### src/hdl/itp_pkg.sv
// Shared types, codes and helpers of the infix-to-postfix converter.
// No dependencies; every module of the block imports this package.
package itp_pkg;

  localparam int STACK_DEPTH = 32;
  localparam int CNT_W       = $clog2(STACK_DEPTH + 1);
  localparam int IDX_W       = $clog2(STACK_DEPTH);

  // Command queue between the front and the back (power of two).
  localparam int QUEUE_DEPTH = 2;
  localparam int QPTR_W      = $clog2(QUEUE_DEPTH);
  localparam int QCNT_W      = $clog2(QUEUE_DEPTH + 1);

  // Input token kinds
  localparam logic [2:0] TK_NUM    = 3'd0;
  localparam logic [2:0] TK_OP     = 3'd1;
  localparam logic [2:0] TK_LPAREN = 3'd2;
  localparam logic [2:0] TK_RPAREN = 3'd3;

  // Symbol codes
  localparam logic [3:0] SYM_LAST_VALID = 4'd11;
  localparam logic [3:0] SYM_LPAREN     = 4'd12;

  // Result kinds
  localparam logic [1:0] KIND_NUM  = 2'd0;
  localparam logic [1:0] KIND_OP   = 2'd1;
  localparam logic [1:0] KIND_NONE = 2'd2;

  // Result status codes
  localparam logic [1:0] ST_OK       = 2'd0;
  localparam logic [1:0] ST_PAREN    = 2'd1;
  localparam logic [1:0] ST_INVALID  = 2'd2;
  localparam logic [1:0] ST_OVERFLOW = 2'd3;

  typedef struct packed {
    logic        command;
    logic [2:0]  token_kind;
    logic [3:0]  symbol_code;
    logic [31:0] number_bits;
  } in_item_t;

  typedef struct packed {
    logic [1:0]  out_kind;
    logic [3:0]  out_symbol;
    logic [31:0] out_number;
    logic [1:0]  status;
    logic        last;
  } out_item_t;

  typedef enum logic [2:0] {
    OP_NUM,
    OP_PUSH,
    OP_OPER,
    OP_RPAREN,
    OP_INVALID,
    OP_END
  } op_t;

  typedef struct packed {
    op_t         op;
    logic [3:0]  code;
    logic [2:0]  prec;
    logic [31:0] number;
  } cmd_t;

  function automatic logic [2:0] prec_of(input logic [3:0] code);
    logic [2:0] p;
    if (code <= 4'd1) p = 3'd1;
    else if (code <= 4'd4) p = 3'd2;
    else if (code == 4'd5 || code == 4'd10) p = 3'd3;
    else if (code <= 4'd11) p = 3'd4;
    else p = 3'd0;
    return p;
  endfunction

  function automatic logic is_func(input logic [3:0] code);
    return (code >= 4'd6) && (code <= 4'd11);
  endfunction

endpackage

### src/hdl/itp_front.sv
// Front end: accepts input words, classifies each token into a command
// and queues it for the back end. Depends on itp_pkg.
module itp_front (
  input  logic             clk,
  input  logic             rst_n,
  input  logic             in_valid,
  output logic             in_ready,
  input  itp_pkg::in_item_t in_data,
  output logic             q_valid,
  input  logic             q_pop,
  output itp_pkg::cmd_t    q_data
);
  import itp_pkg::*;

  cmd_t              q_r [QUEUE_DEPTH];
  logic [QPTR_W-1:0] wr_ptr_r, wr_ptr_nxt;
  logic [QPTR_W-1:0] rd_ptr_r, rd_ptr_nxt;
  logic [QCNT_W-1:0] qcnt_r, qcnt_nxt;
  cmd_t              cls;
  logic              push;

  // Classify the incoming token
  always_comb begin
    cls        = '0;
    cls.op     = OP_INVALID;
    cls.code   = in_data.symbol_code;
    cls.prec   = prec_of(in_data.symbol_code);
    cls.number = in_data.number_bits;
    if (in_data.command) begin
      cls.op = OP_END;
    end else begin
      case (in_data.token_kind)
        TK_NUM:    cls.op = OP_NUM;
        TK_OP: begin
          if (in_data.symbol_code > SYM_LAST_VALID) cls.op = OP_INVALID;
          else if (is_func(in_data.symbol_code)) cls.op = OP_PUSH;
          else cls.op = OP_OPER;
        end
        TK_LPAREN: begin
          cls.op   = OP_PUSH;
          cls.code = SYM_LPAREN;
        end
        TK_RPAREN: cls.op = OP_RPAREN;
        default:   cls.op = OP_INVALID;
      endcase
    end
  end

  assign in_ready = (qcnt_r != QCNT_W'(QUEUE_DEPTH));
  assign push     = in_valid && in_ready;
  assign q_valid  = (qcnt_r != '0);
  assign q_data   = q_r[rd_ptr_r];

  always_comb begin
    wr_ptr_nxt = wr_ptr_r;
    rd_ptr_nxt = rd_ptr_r;
    qcnt_nxt   = qcnt_r;
    if (push) wr_ptr_nxt = wr_ptr_r + QPTR_W'(1);
    if (q_pop) rd_ptr_nxt = rd_ptr_r + QPTR_W'(1);
    if (push && !q_pop) qcnt_nxt = qcnt_r + QCNT_W'(1);
    else if (!push && q_pop) qcnt_nxt = qcnt_r - QCNT_W'(1);
  end

  always_ff @(posedge clk) begin
    if (!rst_n) begin
      wr_ptr_r <= '0;
      rd_ptr_r <= '0;
      qcnt_r   <= '0;
    end else begin
      wr_ptr_r <= wr_ptr_nxt;
      rd_ptr_r <= rd_ptr_nxt;
      qcnt_r   <= qcnt_nxt;
    end
  end

  always_ff @(posedge clk) begin
    if (push) begin
      q_r[wr_ptr_r] <= cls;
    end
  end

endmodule

### src/hdl/itp_back.sv
// Back end: runs queued commands against the operator stack and drives
// the result register. Depends on itp_pkg.
module itp_back (
  input  logic               clk,
  input  logic               rst_n,
  input  logic               q_valid,
  output logic               q_pop,
  input  itp_pkg::cmd_t      q_data,
  output logic               out_valid,
  input  logic               out_ready,
  output itp_pkg::out_item_t out_data
);
  import itp_pkg::*;

  typedef enum logic {
    S_IDLE,
    S_RUN
  } state_t;

  state_t           state_r, state_nxt;
  cmd_t             cmd_r, cmd_nxt;
  logic             phase_r, phase_nxt;
  logic [CNT_W-1:0] cnt_r, cnt_nxt;
  logic             err_r, err_nxt;
  out_item_t        pend_r, pend_nxt;
  logic             pend_valid_r, pend_valid_nxt;
  out_item_t        out_r, out_nxt;
  logic             out_valid_r, out_valid_nxt;

  logic [3:0]       stk_r [STACK_DEPTH];
  logic [CNT_W-1:0] cnt_m1;
  logic [3:0]       top_code;
  logic             empty, full, top_lp, top_fn;
  logic [2:0]       top_prec;
  logic             out_free, can_emit;
  logic             emit, flush, push;
  logic [3:0]       push_code;
  out_item_t        res;
  logic             end_done;

  assign cnt_m1   = cnt_r - CNT_W'(1);
  assign top_code = stk_r[cnt_m1[IDX_W-1:0]];
  assign empty    = (cnt_r == '0);
  assign full     = (cnt_r == CNT_W'(STACK_DEPTH));
  assign top_lp   = (top_code == SYM_LPAREN);
  assign top_fn   = is_func(top_code);
  assign top_prec = prec_of(top_code);
  assign out_free = !out_valid_r || out_ready;
  // a new result displaces the held one, which needs room downstream
  assign can_emit = !pend_valid_r || out_free;

  always_comb begin
    state_nxt      = state_r;
    cmd_nxt        = cmd_r;
    phase_nxt      = phase_r;
    cnt_nxt        = cnt_r;
    err_nxt        = err_r;
    pend_nxt       = pend_r;
    pend_valid_nxt = pend_valid_r;
    out_nxt        = out_r;
    out_valid_nxt  = out_valid_r && !out_ready;
    q_pop          = 1'b0;
    emit           = 1'b0;
    flush          = 1'b0;
    push           = 1'b0;
    push_code      = cmd_r.code;
    end_done       = 1'b0;
    res            = '0;
    res.out_kind   = KIND_OP;
    res.out_symbol = top_code;

    case (state_r)
      S_IDLE: begin
        // close the previous word's final result, then fetch
        if (pend_valid_r && out_free) flush = 1'b1;
        if (q_valid && (!pend_valid_r || out_free)) begin
          q_pop     = 1'b1;
          cmd_nxt   = q_data;
          phase_nxt = 1'b0;
          state_nxt = S_RUN;
        end
      end
      S_RUN: begin
        if (err_r && cmd_r.op != OP_END) begin
          state_nxt = S_IDLE;
        end else begin
          case (cmd_r.op)
            OP_NUM: begin
              if (can_emit) begin
                emit           = 1'b1;
                res.out_kind   = KIND_NUM;
                res.out_symbol = '0;
                res.out_number = cmd_r.number;
                state_nxt      = S_IDLE;
              end
            end
            OP_PUSH: begin
              if (!full) begin
                push      = 1'b1;
                state_nxt = S_IDLE;
              end else if (can_emit) begin
                emit           = 1'b1;
                res.out_kind   = KIND_NONE;
                res.out_symbol = '0;
                res.status     = ST_OVERFLOW;
                err_nxt        = 1'b1;
                state_nxt      = S_IDLE;
              end
            end
            OP_OPER: begin
              if (!empty && !top_lp && top_prec >= cmd_r.prec) begin
                if (can_emit) begin
                  emit    = 1'b1;
                  cnt_nxt = cnt_m1;
                end
              end else if (!full) begin
                push      = 1'b1;
                state_nxt = S_IDLE;
              end else if (can_emit) begin
                emit           = 1'b1;
                res.out_kind   = KIND_NONE;
                res.out_symbol = '0;
                res.status     = ST_OVERFLOW;
                err_nxt        = 1'b1;
                state_nxt      = S_IDLE;
              end
            end
            OP_RPAREN: begin
              if (!phase_r) begin
                if (!empty && !top_lp) begin
                  if (can_emit) begin
                    emit    = 1'b1;
                    cnt_nxt = cnt_m1;
                  end
                end else if (empty) begin
                  if (can_emit) begin
                    emit           = 1'b1;
                    res.out_kind   = KIND_NONE;
                    res.out_symbol = '0;
                    res.status     = ST_PAREN;
                    err_nxt        = 1'b1;
                    state_nxt      = S_IDLE;
                  end
                end else begin
                  // drop the matching left paren
                  cnt_nxt   = cnt_m1;
                  phase_nxt = 1'b1;
                end
              end else if (!empty && top_fn) begin
                if (can_emit) begin
                  emit      = 1'b1;
                  cnt_nxt   = cnt_m1;
                  state_nxt = S_IDLE;
                end
              end else begin
                state_nxt = S_IDLE;
              end
            end
            OP_INVALID: begin
              if (can_emit) begin
                emit           = 1'b1;
                res.out_kind   = KIND_NONE;
                res.out_symbol = '0;
                res.status     = ST_INVALID;
                err_nxt        = 1'b1;
                state_nxt      = S_IDLE;
              end
            end
            OP_END: begin
              if (!err_r && !empty && !top_lp) begin
                if (can_emit) begin
                  emit    = 1'b1;
                  cnt_nxt = cnt_m1;
                end
              end else if (can_emit) begin
                emit           = 1'b1;
                end_done       = 1'b1;
                res.out_kind   = KIND_NONE;
                res.out_symbol = '0;
                res.status     = (!err_r && !empty) ? ST_PAREN : ST_OK;
                cnt_nxt        = '0;
                err_nxt        = 1'b0;
                state_nxt      = S_IDLE;
              end
            end
            default: state_nxt = S_IDLE;
          endcase
        end
      end
      default: state_nxt = S_IDLE;
    endcase

    if (push) cnt_nxt = cnt_r + CNT_W'(1);

    // hold each result until the next one shows whether it was the last
    if (emit) begin
      if (pend_valid_r) begin
        out_nxt       = pend_r;
        out_nxt.last  = 1'b0;
        out_valid_nxt = 1'b1;
      end
      pend_nxt       = res;
      pend_valid_nxt = 1'b1;
    end
    if (flush) begin
      out_nxt        = pend_r;
      out_nxt.last   = 1'b1;
      out_valid_nxt  = 1'b1;
      pend_valid_nxt = 1'b0;
    end
  end

  always_ff @(posedge clk) begin
    if (!rst_n) begin
      state_r      <= S_IDLE;
      phase_r      <= 1'b0;
      cnt_r        <= '0;
      err_r        <= 1'b0;
      pend_valid_r <= 1'b0;
      out_valid_r  <= 1'b0;
    end else begin
      state_r      <= state_nxt;
      phase_r      <= phase_nxt;
      cnt_r        <= cnt_nxt;
      err_r        <= err_nxt;
      pend_valid_r <= pend_valid_nxt;
      out_valid_r  <= out_valid_nxt;
    end
    cmd_r  <= cmd_nxt;
    pend_r <= pend_nxt;
    out_r  <= out_nxt;
  end

  always_ff @(posedge clk) begin
    if (push) begin
      stk_r[cnt_r[IDX_W-1:0]] <= push_code;
    end
  end

  assign out_valid = out_valid_r;
  assign out_data  = out_r;

  a_cnt_bound: assert property (@(posedge clk) disable iff (!rst_n)
    cnt_r <= CNT_W'(STACK_DEPTH))
    else $error("stack count beyond depth");

  a_status_last: assert property (@(posedge clk) disable iff (!rst_n)
    (out_valid_r && out_r.out_kind == KIND_NONE) |-> out_r.last)
    else $error("status result not marked last");

  a_err_kind: assert property (@(posedge clk) disable iff (!rst_n)
    (out_valid_r && out_r.status != ST_OK) |-> (out_r.out_kind == KIND_NONE))
    else $error("error status on a token result");

  a_end_clears: assert property (@(posedge clk) disable iff (!rst_n)
    end_done |=> (cnt_r == '0 && !err_r))
    else $error("end word left stack or error state");

endmodule

### src/hdl/infix_to_postfix_converter.sv
// Top level of the infix-to-postfix converter: front end, command queue
// and stack back end. Depends on itp_pkg, itp_front and itp_back.
//
// Usage:
//   in_valid/in_ready/in_data carry one classified infix token per word,
//   or an end mark (command set) that flushes the operator stack.
//   out_valid/out_ready/out_data carry postfix results; last marks the
//   final result caused by an input word. Words that only push cause none.
// Flow:
//   The front registers each word into a two-entry queue. The back fetches
//   a command in S_IDLE, then runs it in S_RUN one stack step at a time,
//   with one result per cycle while popping unless the output stalls. Each
//   result is held in a pending register until its last flag is known,
//   then moves to the output register.
// Reset clears the stack count, the error flag, the queue and all valids.
// When out_ready is low the output register holds; the back stalls on its
// next result and the queue fills, then in_ready drops.
module infix_to_postfix_converter (
  input  logic               clk,
  input  logic               rst_n,
  input  logic               in_valid,
  output logic               in_ready,
  input  itp_pkg::in_item_t  in_data,
  output logic               out_valid,
  input  logic               out_ready,
  output itp_pkg::out_item_t out_data
);
  import itp_pkg::*;

  logic q_valid;
  logic q_pop;
  cmd_t q_data;

  itp_front u_front (
    .clk      (clk),
    .rst_n    (rst_n),
    .in_valid (in_valid),
    .in_ready (in_ready),
    .in_data  (in_data),
    .q_valid  (q_valid),
    .q_pop    (q_pop),
    .q_data   (q_data)
  );

  itp_back u_back (
    .clk       (clk),
    .rst_n     (rst_n),
    .q_valid   (q_valid),
    .q_pop     (q_pop),
    .q_data    (q_data),
    .out_valid (out_valid),
    .out_ready (out_ready),
    .out_data  (out_data)
  );

endmodule

### config.mk
export PLATFORM = sky130hd
export DESIGN_NAME = infix_to_postfix_converter
export DESIGN_NICKNAME = d
export VERILOG_FILES = /design/src/hdl/itp_pkg.sv /design/src/hdl/itp_front.sv /design/src/hdl/itp_back.sv /design/src/hdl/infix_to_postfix_converter.sv
export SDC_FILE = /design/constraint.sdc
export NUM_CORES = 1
export LEC_CHECK = 0
export CAP_MARGIN = 20
export CORE_MARGIN = 1
export CORE_UTILIZATION = 65
export CTS_BUF_LIST = sky130_fd_sc_hd__clkbuf_4 sky130_fd_sc_hd__clkbuf_8 sky130_fd_sc_hd__clkbuf_16
export CTS_CLUSTER_SIZE = 10
export DETAILED_ROUTE_END_ITERATION = 10
export DONT_BUFFER_PORTS = 1
export PLACE_DENSITY_LB_ADDON = 0.12
export SLEW_MARGIN = 10
export SYNTH_ARGS = -nofsm -noshare
export SYNTH_HDL_FRONTEND = slang
export SYNTH_SLANG_ARGS = --single-unit
### constraint.sdc
create_clock -name clk -period 10.9 [get_ports clk]
set_clock_uncertainty 0.05 [all_clocks]
set_input_delay 2.18 -clock clk [delete_from_list [all_inputs] [get_ports clk]]
set_output_delay 2.18 -clock clk [all_outputs]
set_load 0.005 [all_outputs]
==> reports/results.ini, run 1 <==
[power]
vdd_drop_max_uv=168
p_total_uw=4470
power-per-cell-area_nw_per_um2=282
p_leak_uw=0.00533

[setup_path]
slowest_stage=ha_1
r2r_slack_ns=4.62
cp_max_fo=19
cp_top_family=simple AND/OR/NAND/NOR gates
crit_arrival_ns=6.39
reg2regPathDepth=19
path_class=flip-flop to flip-flop
max_stage_delay_ns=0.84
worstReg2RegEnd=u_back.stk_r[14][2]
r2r_start=u_back.cnt_r[1]
worstPathRequired_ns=11.01
end_kind=flip-flop
crit_path_start_kind=flip-flop
cp.depth=19
critPathBufInv=2
cp_cell_sequence=inv_1, ha_1, buf_4, mux4_2, mux2i_1, o21ai_0, nand4_1, nand2_1, o21ai_0, a21oi_1, ha_1, nand2b_1, a21o_1, a21o_1, and2_1, a21oi_1, o21a_1, nand2_1, nor3_1

[global_route]
grt_util_met3_pct=4.57
overflow=0
antenna_found_initial=0
grt_pass1_vias=7250
met1_usage_pct=34.5
top_usage_layer=met2
grt_max_degree=71
track_usage_pct=24.1
grt_pass1_wl_mm=40.2
grt_use_met2_pct=38.1

[yosys]
synthArstFlopShare_pct=0
muxShareOfSynthArea_pct=9.59
syn_area_per_cell_um2=16.6
synthAdderAreaFrac_pct=0.791
synthCells=856
synth-simple-area-share_pct=9.65
seq_area_frac_synth_pct=72.7
synth-seq-cells=350
netlist-cell-type-count=75
synthXorXnorAreaFrac_pct=0.686
synth_edf_count=334
synth_top_family_by_area=simple AND/OR/NAND/NOR gates
syn_nets=909
ys_warn_count=0
synth_area_um2=14200
synth-main-ff-cell=edfxtp_1
synth_compound_area_share_pct=4.70

[worst_hold_path]
hp-class=flip-flop to flip-flop
whs_path_depth=1
min_from=u_back.cmd_r[6]
whs_endpoint=u_back.pend_r[9]

[timing]
rsz0062_at_grt=no
final.min_clock_period_ns=6.28
setup_tns_ns=0
max_freq_mhz=159
maxSlewViolCount=0
setup_slack_ns=4.62
tightest_slew_ns=1.02
finalCritPeriodShare_pct=57.6
relSlewSlack_pct=31.7
hold_viol_final=0
setup_viol=0

[detailed_routing]
finalWirelength_mm=26.0
drt-initial-drc-count=718
ant_nets=0
vias=7328
dr.pass1.iters=5
route.detailed.drc=0
routedWlPerCell_um=22.1
via_per_inst=6.22

[placement]
hpwl_mm=16.3
pre_cts_slack_ns=4.79
dp_cells=1100
globalplace.congestion=0.854
numPortBuffers=0
place_area_um2=14400

[cts]
cts_resized=0
htree_levels=2
cts_tree=done
insertion_delay_ns=0.53
post-cts-setup-buffers=0
cts_buffer_depth=3
cts_root_buffer=clkbuf_16
clkSinkCount=350
cts_buffers=41
holdBufCountCts=0
clk_pin_slew_ns=0.05

[floorplan]
dieArea_um2=22500
start_util_pct=67.1
fp-row-count=53
die_y_um=150
core_um2=21200
ios=87
dieWidth_um=150

[cells_and_area]
layout_common_cells=edfxtp_1 (334), and2_1 (75), nor2_1 (58)
fin_area_um2=15800
drive_gt1_share_pct=20.8
instances_no_fill=1179
fin_nets=926
diodes=0
areaGrowthSynthToFinish_pct=11.3
layout_commonest_cell=edfxtp_1

[status]
status=complete, no violations

[run]
max_cap_violations=0

-- where the power goes --
group / switching, uW / internal, uW / leakage (uW) / total (uW)
Clock: 489 / 781 / 0.000662 / 1270
Sequential: 150 / 1820 / 0.00321 / 1970
Combinational: 744 / 480 / 0.00146 / 1220
-- Yosys cell counts (3+ instances only) --
| cell | instances | area (um2) |
|---|---|---|
| ha_1 | 9 | 113 |
| nand4_1 | 4 | 25.0 |
| and2_1 | 75 | 469 |
| or2_2 | 5 | 31.3 |
| nor3_1 | 15 | 75.1 |
| nor2b_1 | 8 | 50.1 |
| and3_1 | 3 | 18.8 |
| nand3b_1 | 3 | 22.5 |
| inv_1 | 10 | 37.5 |
| o211ai_1 | 6 | 45.0 |
| xor2_1 | 6 | 52.6 |
| mux2_2 | 42 | 473 |
| mux4_2 | 29 | 653 |
| nand2_1 | 38 | 143 |
| o21ai_0 | 33 | 165 |
| nor2_1 | 60 | 225 |
| mux4_1 | 3 | 78.8 |
| edfxtp_1 | 334 | 10000 |
| buf_2 | 3 | 15.0 |
| nand3_1 | 8 | 40.0 |
| a211oi_1 | 3 | 22.5 |
| mux2i_1 | 16 | 160 |
| a21oi_1 | 22 | 110 |
| nand2b_1 | 9 | 56.3 |
| clkbuf_1 | 22 | 82.6 |
| dfxtp_1 | 16 | 320 |
| buf_4 | 6 | 45.0 |
| buf_6 | 3 | 33.8 |
-- area by class of cell --
cell class	count	area [um2]
clock buffers	70	1240
clock inverters	4	46.3
well taps	275	344
multi-input cells	458	3660
inverters	11	41.3
repair buffers	11	151
fillers	1282	5390
flip-flops and latches	350	10400
-- sequential cells by signal (all words and copies together), names as in the netlist, 2 cells and up --
signal            count
u_back.cmd_r         38
u_back.pend_r        40
u_back.out_data      41
u_back.cnt_r          6
u_front.q_r          84
u_back.stk_r        128
u_front.qcnt_r        2
u_back.push_code      4
-- worst max path at each step --
stage	startpoint	to
after floorplan	out_ready	u_front.qcnt_r[1]
after CTS	u_back.cnt_r[1]	u_back.stk_r[14][2]
after detailed placement	u_back.cnt_r[1]	u_back.stk_r[15][2]
final	u_back.cnt_r[1]	u_back.stk_r[14][2]
after global routing	u_back.cnt_r[1]	u_back.stk_r[14][2]
after global placement	u_back.cnt_r[1]	u_back.stk_r[15][0]
-- kinds of logic (layout without fill, tap and decap cells) --
logic type	after synthesis	in the layout
and+or+nand+nor	252	252
muxes	90	90
adders and majority gates	9	9
xor gates and xnor gates	9	9
buffers and inverters	48	96
AOI/OAI and AO/OA	98	98
DFF	350	350
-- metrics by stage --
step                hold WS (ns)  utilization [%]
floorplan                  0.417                -
finish                     0.460             74.6
CTS                        0.458             74.1
global route               0.472             74.6
detailed placement         0.446             68.0
global placement           0.427             68.0
-- routing by layer --
layer  vias to the layer above  wire length (um)
li1                       3316                 -
met1                      3678             10900
met2                       304             12900
met3                        30              1900
met4                         0               372
met5                         -                 0
Note: power is estimated with default switching activity, not from simulation.
==> run 2: changes to the inputs <==
Settings changed: ABC_AREA from default to 1, CORE_UTILIZATION 65 to 63.
Clock period 10.9 ns to 5.79 ns, I/O delays scaled along.
==> run 2 against run 1 <==
Against the previous run: sequential share of layout area down 1.1 points; worst setup slack worse by 3.6 ns; hold slack lost 0.030 ns; flip-flop and latch count stayed put; fmax up 30%; combinational power grew to 2.9 times the previous value; clock-buffer cell count is 5 lower; die area grew 6.2%; critical endpoint is now u_back.stk_r[28][1]; highest routed layer unchanged.
==> reports/results.ini, run 2 <==
[placement]
globalplace.congestion=0.919  ; +7.6%
dp_cells=1449  ; +32%
numPortBuffers=0  ; unchanged
place_area_um2=14900  ; +2.9%
hpwl_mm=17.7  ; +8.3%

[power]
p_leak_uw=0.00601  ; +13%
pwr-share-comb_pct=37.2  ; +9.8 points
power_frac_clock_pct=24.8  ; -3.6 points
seqPwrFrac_pct=38.0  ; -6.2 points
swShare_pct=37.4  ; +6.5 points
vdd_drop_max_uv=375  ; +120%
power-per-cell-area_nw_per_um2=594  ; +110%
p_switching_uw=3580  ; +160%
p_int_uw=5990  ; +94%

[detailed_routing]
ant_nets=0  ; unchanged
routedWlPerCell_um=18.4  ; -17%
via_per_inst=5.78  ; -7.0%
drt-initial-drc-count=833  ; +16%
dr.pass1.iters=5  ; unchanged
vias=8776  ; +20%
finalWirelength_mm=27.9  ; +7.1%
route.detailed.drc=0  ; unchanged

[setup_path]
cp_cell_sequence=inv_2, buf_4, nand2_1, nand2_1, nand2_2, nand3_1, nand3_1, nand2_1, inv_1, o31ai_1, nor3_1, ha_1, a21oi_1, o211ai_1, nand3_4, nand2_2, nand2_2, nand3_2, inv_2, nand2_1, nor2_1
end_kind=flip-flop
worstPathRequired_ns=5.89  ; -5.12 ns
path_class=flip-flop to flip-flop
r2r_start=u_back.cnt_r[0]
crit_path_start_kind=flip-flop
slowest_stage=buf_4
max_stage_delay_ns=0.55  ; -0.29 ns
crit_arrival_ns=4.92  ; -1.47 ns
cp_max_fo=67  ; +48
cpMostUsedCell=nand2_1
crit_start=u_back.cnt_r[0]

[global_route]
track_usage_pct=23.9  ; -0.22 points
met1_usage_pct=35.2  ; +0.74 points
grt_pass1_vias=8078  ; +11%
top_usage_layer=met2
grt_use_met2_pct=37.0  ; -1.2 points
grt_util_met3_pct=3.78  ; -0.79 points
grt_max_degree=71  ; unchanged
overflow=0  ; unchanged
grt_pass1_wl_mm=43.5  ; +8.3%
antenna_found_initial=0  ; unchanged

[floorplan]
die_y_um=155  ; +3.0%
ios=87  ; unchanged
dieWidth_um=155  ; +3.0%
fp-row-count=55  ; +3.8%
core_um2=22700  ; +7.0%
dieArea_um2=23900  ; +6.2%
start_util_pct=64.5  ; -2.5 points

[yosys]
synthCells=1197  ; +40%
netlist-cell-type-count=40  ; -47%
synth_area_um2=14700  ; +3.0%
synth_common_cells=edfxtp_1 (334), nand2_1 (239), nand3_1 (135)
synth-seq-cells=350  ; unchanged
yosysTopAreaCell=edfxtp_1
synthTopCellsByArea=edfxtp_1 (68%), nand2_1 (6.1%), nand3_1 (4.6%)
ys_warn_count=0  ; unchanged
synth_edf_count=334  ; unchanged
synth.most_common_cell=edfxtp_1
syn_nets=1250  ; +38%
synthArstFlopShare_pct=0  ; unchanged
yosysTopAreaCellShare_pct=68.5  ; -2.0 points
syn_area_per_cell_um2=12.2  ; -26%
seq_area_frac_synth_pct=70.6  ; -2.1 points
synth-main-ff-cell=edfxtp_1

[cts]
insertion_delay_ns=0.51  ; -0.02 ns
cts_tree=done
holdBufCountCts=0  ; unchanged
clk_pin_slew_ns=0.05  ; about the same
cts_root_buffer=clkbuf_16
cts_buffer_depth=3  ; unchanged
cts_buffers=41  ; unchanged
post-cts-setup-buffers=0  ; unchanged
cts_resized=0  ; unchanged
clkSinkCount=350  ; unchanged
htree_levels=2  ; unchanged

[timing]
finalCritPeriodShare_pct=83.3  ; +26 points
rsz0062_at_grt=no
setup_viol=0  ; unchanged
setup_tns_ns=0  ; unchanged
hold_viol_final=0  ; unchanged
tightest_slew_ns=1.09  ; +0.0664 ns
final.min_clock_period_ns=4.82  ; -1.46 ns
holdWs_ns=0.430  ; -0.0301 ns
maxSlewViolCount=0  ; unchanged
relSlewSlack_pct=27.3  ; -4.4 points
max_freq_mhz=207  ; +30%

[cells_and_area]
layout_common_cells=edfxtp_1 (334), nand2_1 (237), nand3_1 (135)
diodes=0  ; unchanged
areaGrowthSynthToFinish_pct=10.0
postLayoutCoreUtil_pct=71.0  ; -3.7 points
drive_gt1_share_pct=13.7  ; -7.1 points
fin_nets=1260  ; +36%
layout_commonest_cell=edfxtp_1
fin_area_um2=16100  ; +1.8%
instances_no_fill=1518  ; +29%
largest_register_ffs=128  ; unchanged

[worst_hold_path]
min_from=u_front.qcnt_r[1]
hp-class=flip-flop to flip-flop

[status]
status=complete, no violations

[run]
max_cap_violations=0  ; unchanged

run 2: cell type report:
type | instances | area, um2
inverter | 113 | 429
timing repair buffer | 14 | 118
tap | 285 | 357
fill | 1596 | 6590
multi-input combinational | 687 | 3600
clock buffer | 65 | 1210
clock inverter | 4 | 52.6
sequential | 350 | 10400
run 2: critical path, delay by kind of cell, from the launching register on:
| family | cells | cell delay, ns |
|---|---|---|
| buffers and inverters | 4 | 0.89 |
| adders and majority gates | 1 | 0.33 |
| AOI/OAI and AO/OA | 3 | 0.65 |
| DFF | 1 | 0.32 |
| and+or+nand+nor | 13 | 2.19 |
run 2: cells by family (layout without fill, tap and decap cells):
| family | Yosys count | in the layout | synth area share [%] |
|---|---|---|---|
| simple gates | 541 | 541 | 16.0 |
| flops | 350 | 350 | 70.6 |
| buf+inv | 160 | 196 | 4.99 |
| compound gates | 91 | 91 | 4.16 |
| mux | 42 | 42 | 3.23 |
| fa+ha+maj | 9 | 9 | 0.769 |
| xor+xnor | 4 | 4 | 0.239 |
run 2: path summary, 6_finish.rpt:
check / end / slack, ns / depth (start not counted)
max: u_back.stk_r[28][1] / 0.97 / 21
min reg2reg: u_front.qcnt_r[1] / 0.43 / 2
min: u_front.qcnt_r[1] / 0.43 / 2
max reg2reg: u_back.stk_r[28][1] / 0.97 / 21
run 2: power by group through the flow:
stage,Sequential (uW),Clock [uW],Combinational [uW]
3_5_place_dp,3690,0,3510
5_1_grt,3680,2500,3960
6_report,3640,2370,3560
4_1_cts,3640,2410,3540
3_3_place_gp,3680,0,3460
2_1_floorplan,3630,0,2760
run 2: per-stage QoR:
stage | total power [uW] | setup WS [ns]
finish | 9570 | 0.969
global route | 10100 | 0.559
CTS | 9590 | 0.977
detailed placement | 7200 | 1.02
global placement | 7140 | 1.12
floorplan | 6390 | 0.880
run 2: layer usage:
metal / wire length, um / up-vias
li1: - / 4157
met1: 12200 / 4179
met2: 12900 / 388
met3: 2140 / 52
met4: 619 / 0
met5: 0 / -
==> run 3: changes to the inputs <==
Settings changed: CORE_UTILIZATION 63 to 57.
Clock period 5.79 ns to 3.88 ns, I/O delays scaled along.
==> run 3 against run 2 <==
Against the previous run: the run now ends with setup timing left; critical path depth is 4 higher; cell count is 7.6% higher; combinational power increased by 110%; hold slack got worse by 0.15 ns; sequential share of layout area fell by 5.4 points; first-iteration DRC count shrank 13%; total power up 73%; global-route usage rose by 0.41 points; wire length up 13%; clock-buffer cell count shrank 1; critical endpoint is now u_back.out_data[2]; highest routed layer unchanged.
==> reports/results.ini, run 3 (synthesis results as in run 2) <==
[timing]
tightest_slew_ns=1.13  ; +0.0360 ns
finalCritPeriodShare_pct=102  ; +18 points
setup_viol=96  ; +96
rsz0062_at_grt=yes
relSlewSlack_pct=24.6  ; -2.7 points
hold_viol_final=0  ; unchanged
final.min_clock_period_ns=3.94  ; -0.880 ns
setup_slack_ns=-0.0604  ; -1.03 ns
maxSlewViolCount=0  ; unchanged
holdWs_ns=0.283  ; -0.147 ns
max_freq_mhz=254  ; +22%

[detailed_routing]
vias=9163  ; +4.4%
routedWlPerCell_um=19.2  ; +4.6%
via_per_inst=5.61  ; -2.9%
ant_nets=0  ; unchanged
drt-initial-drc-count=727  ; -13%
dr.pass1.iters=5  ; unchanged
finalWirelength_mm=31.4  ; +13%
route.detailed.drc=0  ; unchanged

[floorplan]
die_y_um=162  ; +5.1%
start_util_pct=58.2  ; -6.3 points
dieWidth_um=162  ; +5.1%
ios=87  ; unchanged
dieArea_um2=26300  ; +10%
core_um2=25200  ; +11%
fp-row-count=58  ; +5.5%

[cts]
cts_root_buffer=clkbuf_16
htree_levels=2  ; unchanged
clk_pin_slew_ns=0.06  ; about the same
holdBufCountCts=0  ; unchanged
cts_buffers=41  ; unchanged
clkSinkCount=350  ; unchanged
insertion_delay_ns=0.53  ; +0.02 ns
cts_buffer_depth=3  ; unchanged
cts_tree=done

[placement]
numPortBuffers=0  ; unchanged
hpwl_mm=19.2  ; +8.6%
globalplace.congestion=0.871  ; -5.2%

[setup_path]
crit_path_start_kind=flip-flop
critPathBufInv=7  ; +3
cp_top_family=simple AND/OR/NAND/NOR gates
max_stage_delay_ns=0.35  ; -0.20 ns
slowest_stage=dfxtp_2
worstPathRequired_ns=4.18  ; -1.71 ns
end_kind=flip-flop
path_class=flip-flop to flip-flop
crit_arrival_ns=4.24  ; -0.68 ns
cp_max_fo=21  ; -69%

[cells_and_area]
final.fill_count=1705  ; +6.8%
areaGrowthSynthToFinish_pct=20.1
drive_gt1_share_pct=25.0  ; +11 points
largest_register_ffs=128  ; unchanged
fin_nets=1331  ; +5.6%
diodes=0  ; unchanged
layout_commonest_cell=edfxtp_1
layout_common_cells=edfxtp_1 (334), nand2_1 (227), nand3_1 (116)

[power]
power_frac_clock_pct=21.4  ; -3.4 points
p_switching_uw=6380  ; +78%
power-per-cell-area_nw_per_um2=940  ; +58%
pwr-share-comb_pct=45.7  ; +8.5 points
seqPwrFrac_pct=32.9  ; -5.1 points
p_int_uw=10200  ; +70%
vdd_drop_max_uv=628  ; +67%
swShare_pct=38.6  ; +1.1 points
p_total_uw=16500  ; +73%
p_leak_uw=0.00657  ; +9.4%

[global_route]
grt_max_degree=49  ; -31%
grt_pass1_vias=9064  ; +12%
track_usage_pct=24.3  ; +0.41 points
antenna_found_initial=0  ; unchanged
grt_pass1_wl_mm=48.8  ; +12%
overflow=0  ; unchanged

[run]
max_cap_violations=0  ; unchanged

[worst_hold_path]
hp-class=input pin to flip-flop

[status]
status=complete, but fails checks
violations=setup timing

==> run 3: metrics by stage <==
stage,worst slack (ns),std cells,TNS [ns],util (%),area [um2]
floorplan,-0.191,1197,-10.87,-,14800
global placement,-0.0688,1546,-0.877,61.6,15500
detailed placement,-0.184,1546,-15.76,61.6,15500
CTS,-0.0115,1629,-0.166,68.2,17200
global route,-0.239,1633,-39.05,69.9,17600
finish,-0.0604,1633,-1.45,69.9,17600
==> run 3: metal layers <==
layer	track usage [%]	part of all wire [%]
met2	37.8	47
met4	8.79	2.8
met1	35.1	43
met3	3.40	6.5
met5	0	0
==> run 3: timing repair <==
| action | in CTS | in global routing |
|---|---|---|
| resized for setup | 51 | 86 |
| gates cloned | 7 | 1 |
| setup buffers | 8 | 2 |
| setup endpoints to repair | 234 | 257 |
| pin swaps | 9 | 17 |
==> run 3: final cells by class <==
class	instances	area, um2	area share (%)
repair inverters	1	8.76	0.0498
inverters	113	460	2.62
repair buffers	81	907	5.15
multi-input cells	690	4200	23.9
clock buffers	64	1200	6.85
well taps	330	413	2.35
flip-flops and latches	350	10400	58.8
clock inverters	4	46.3	0.263
==> run 3: worst paths after layout <==
path	startpoint	to	slack (ns)	depth (start not counted)
min	in_data[11]	u_front.q_r[1][11]	0.28	0
max	u_back.cnt_r[0]	u_back.out_data[2]	-0.06	25
max reg2reg	u_back.cnt_r[0]	u_back.out_data[2]	-0.06	25
min reg2reg	u_back.out_data[0]	u_back.out_data[0]	0.42	2
==> run 3: worst register-to-register path, cell delays in order (launching register included) <==
cell and delay [ns]:
dfxtp_2 0.35, inv_4 0.06, ha_4 0.32, buf_12 0.12, buf_16 0.12, nand3_1 0.09
nand3_1 0.13, nand3_1 0.10, nand2_1 0.12, nand2_2 0.10, nand2_4 0.11, nand4_1 0.15
o31ai_4 0.11, nor3_2 0.08, ha_1 0.33, nand2_1 0.06, o211ai_1 0.27, nand3_4 0.12
buf_6 0.14, o21ai_2 0.11, inv_1 0.06, nand2_2 0.09, nand3_4 0.07, buf_12 0.19
buf_12 0.18, a21boi_1 0.14
==> run 3: power groups by stage <==
stage	sequential [uW]	clock, uW	combinational (uW)
floorplan	5410	0	4360
global route	5500	3730	8200
finish	5450	3530	7560
global placement	5550	0	6150
CTS	5500	3580	6840
detailed placement	5580	0	6270
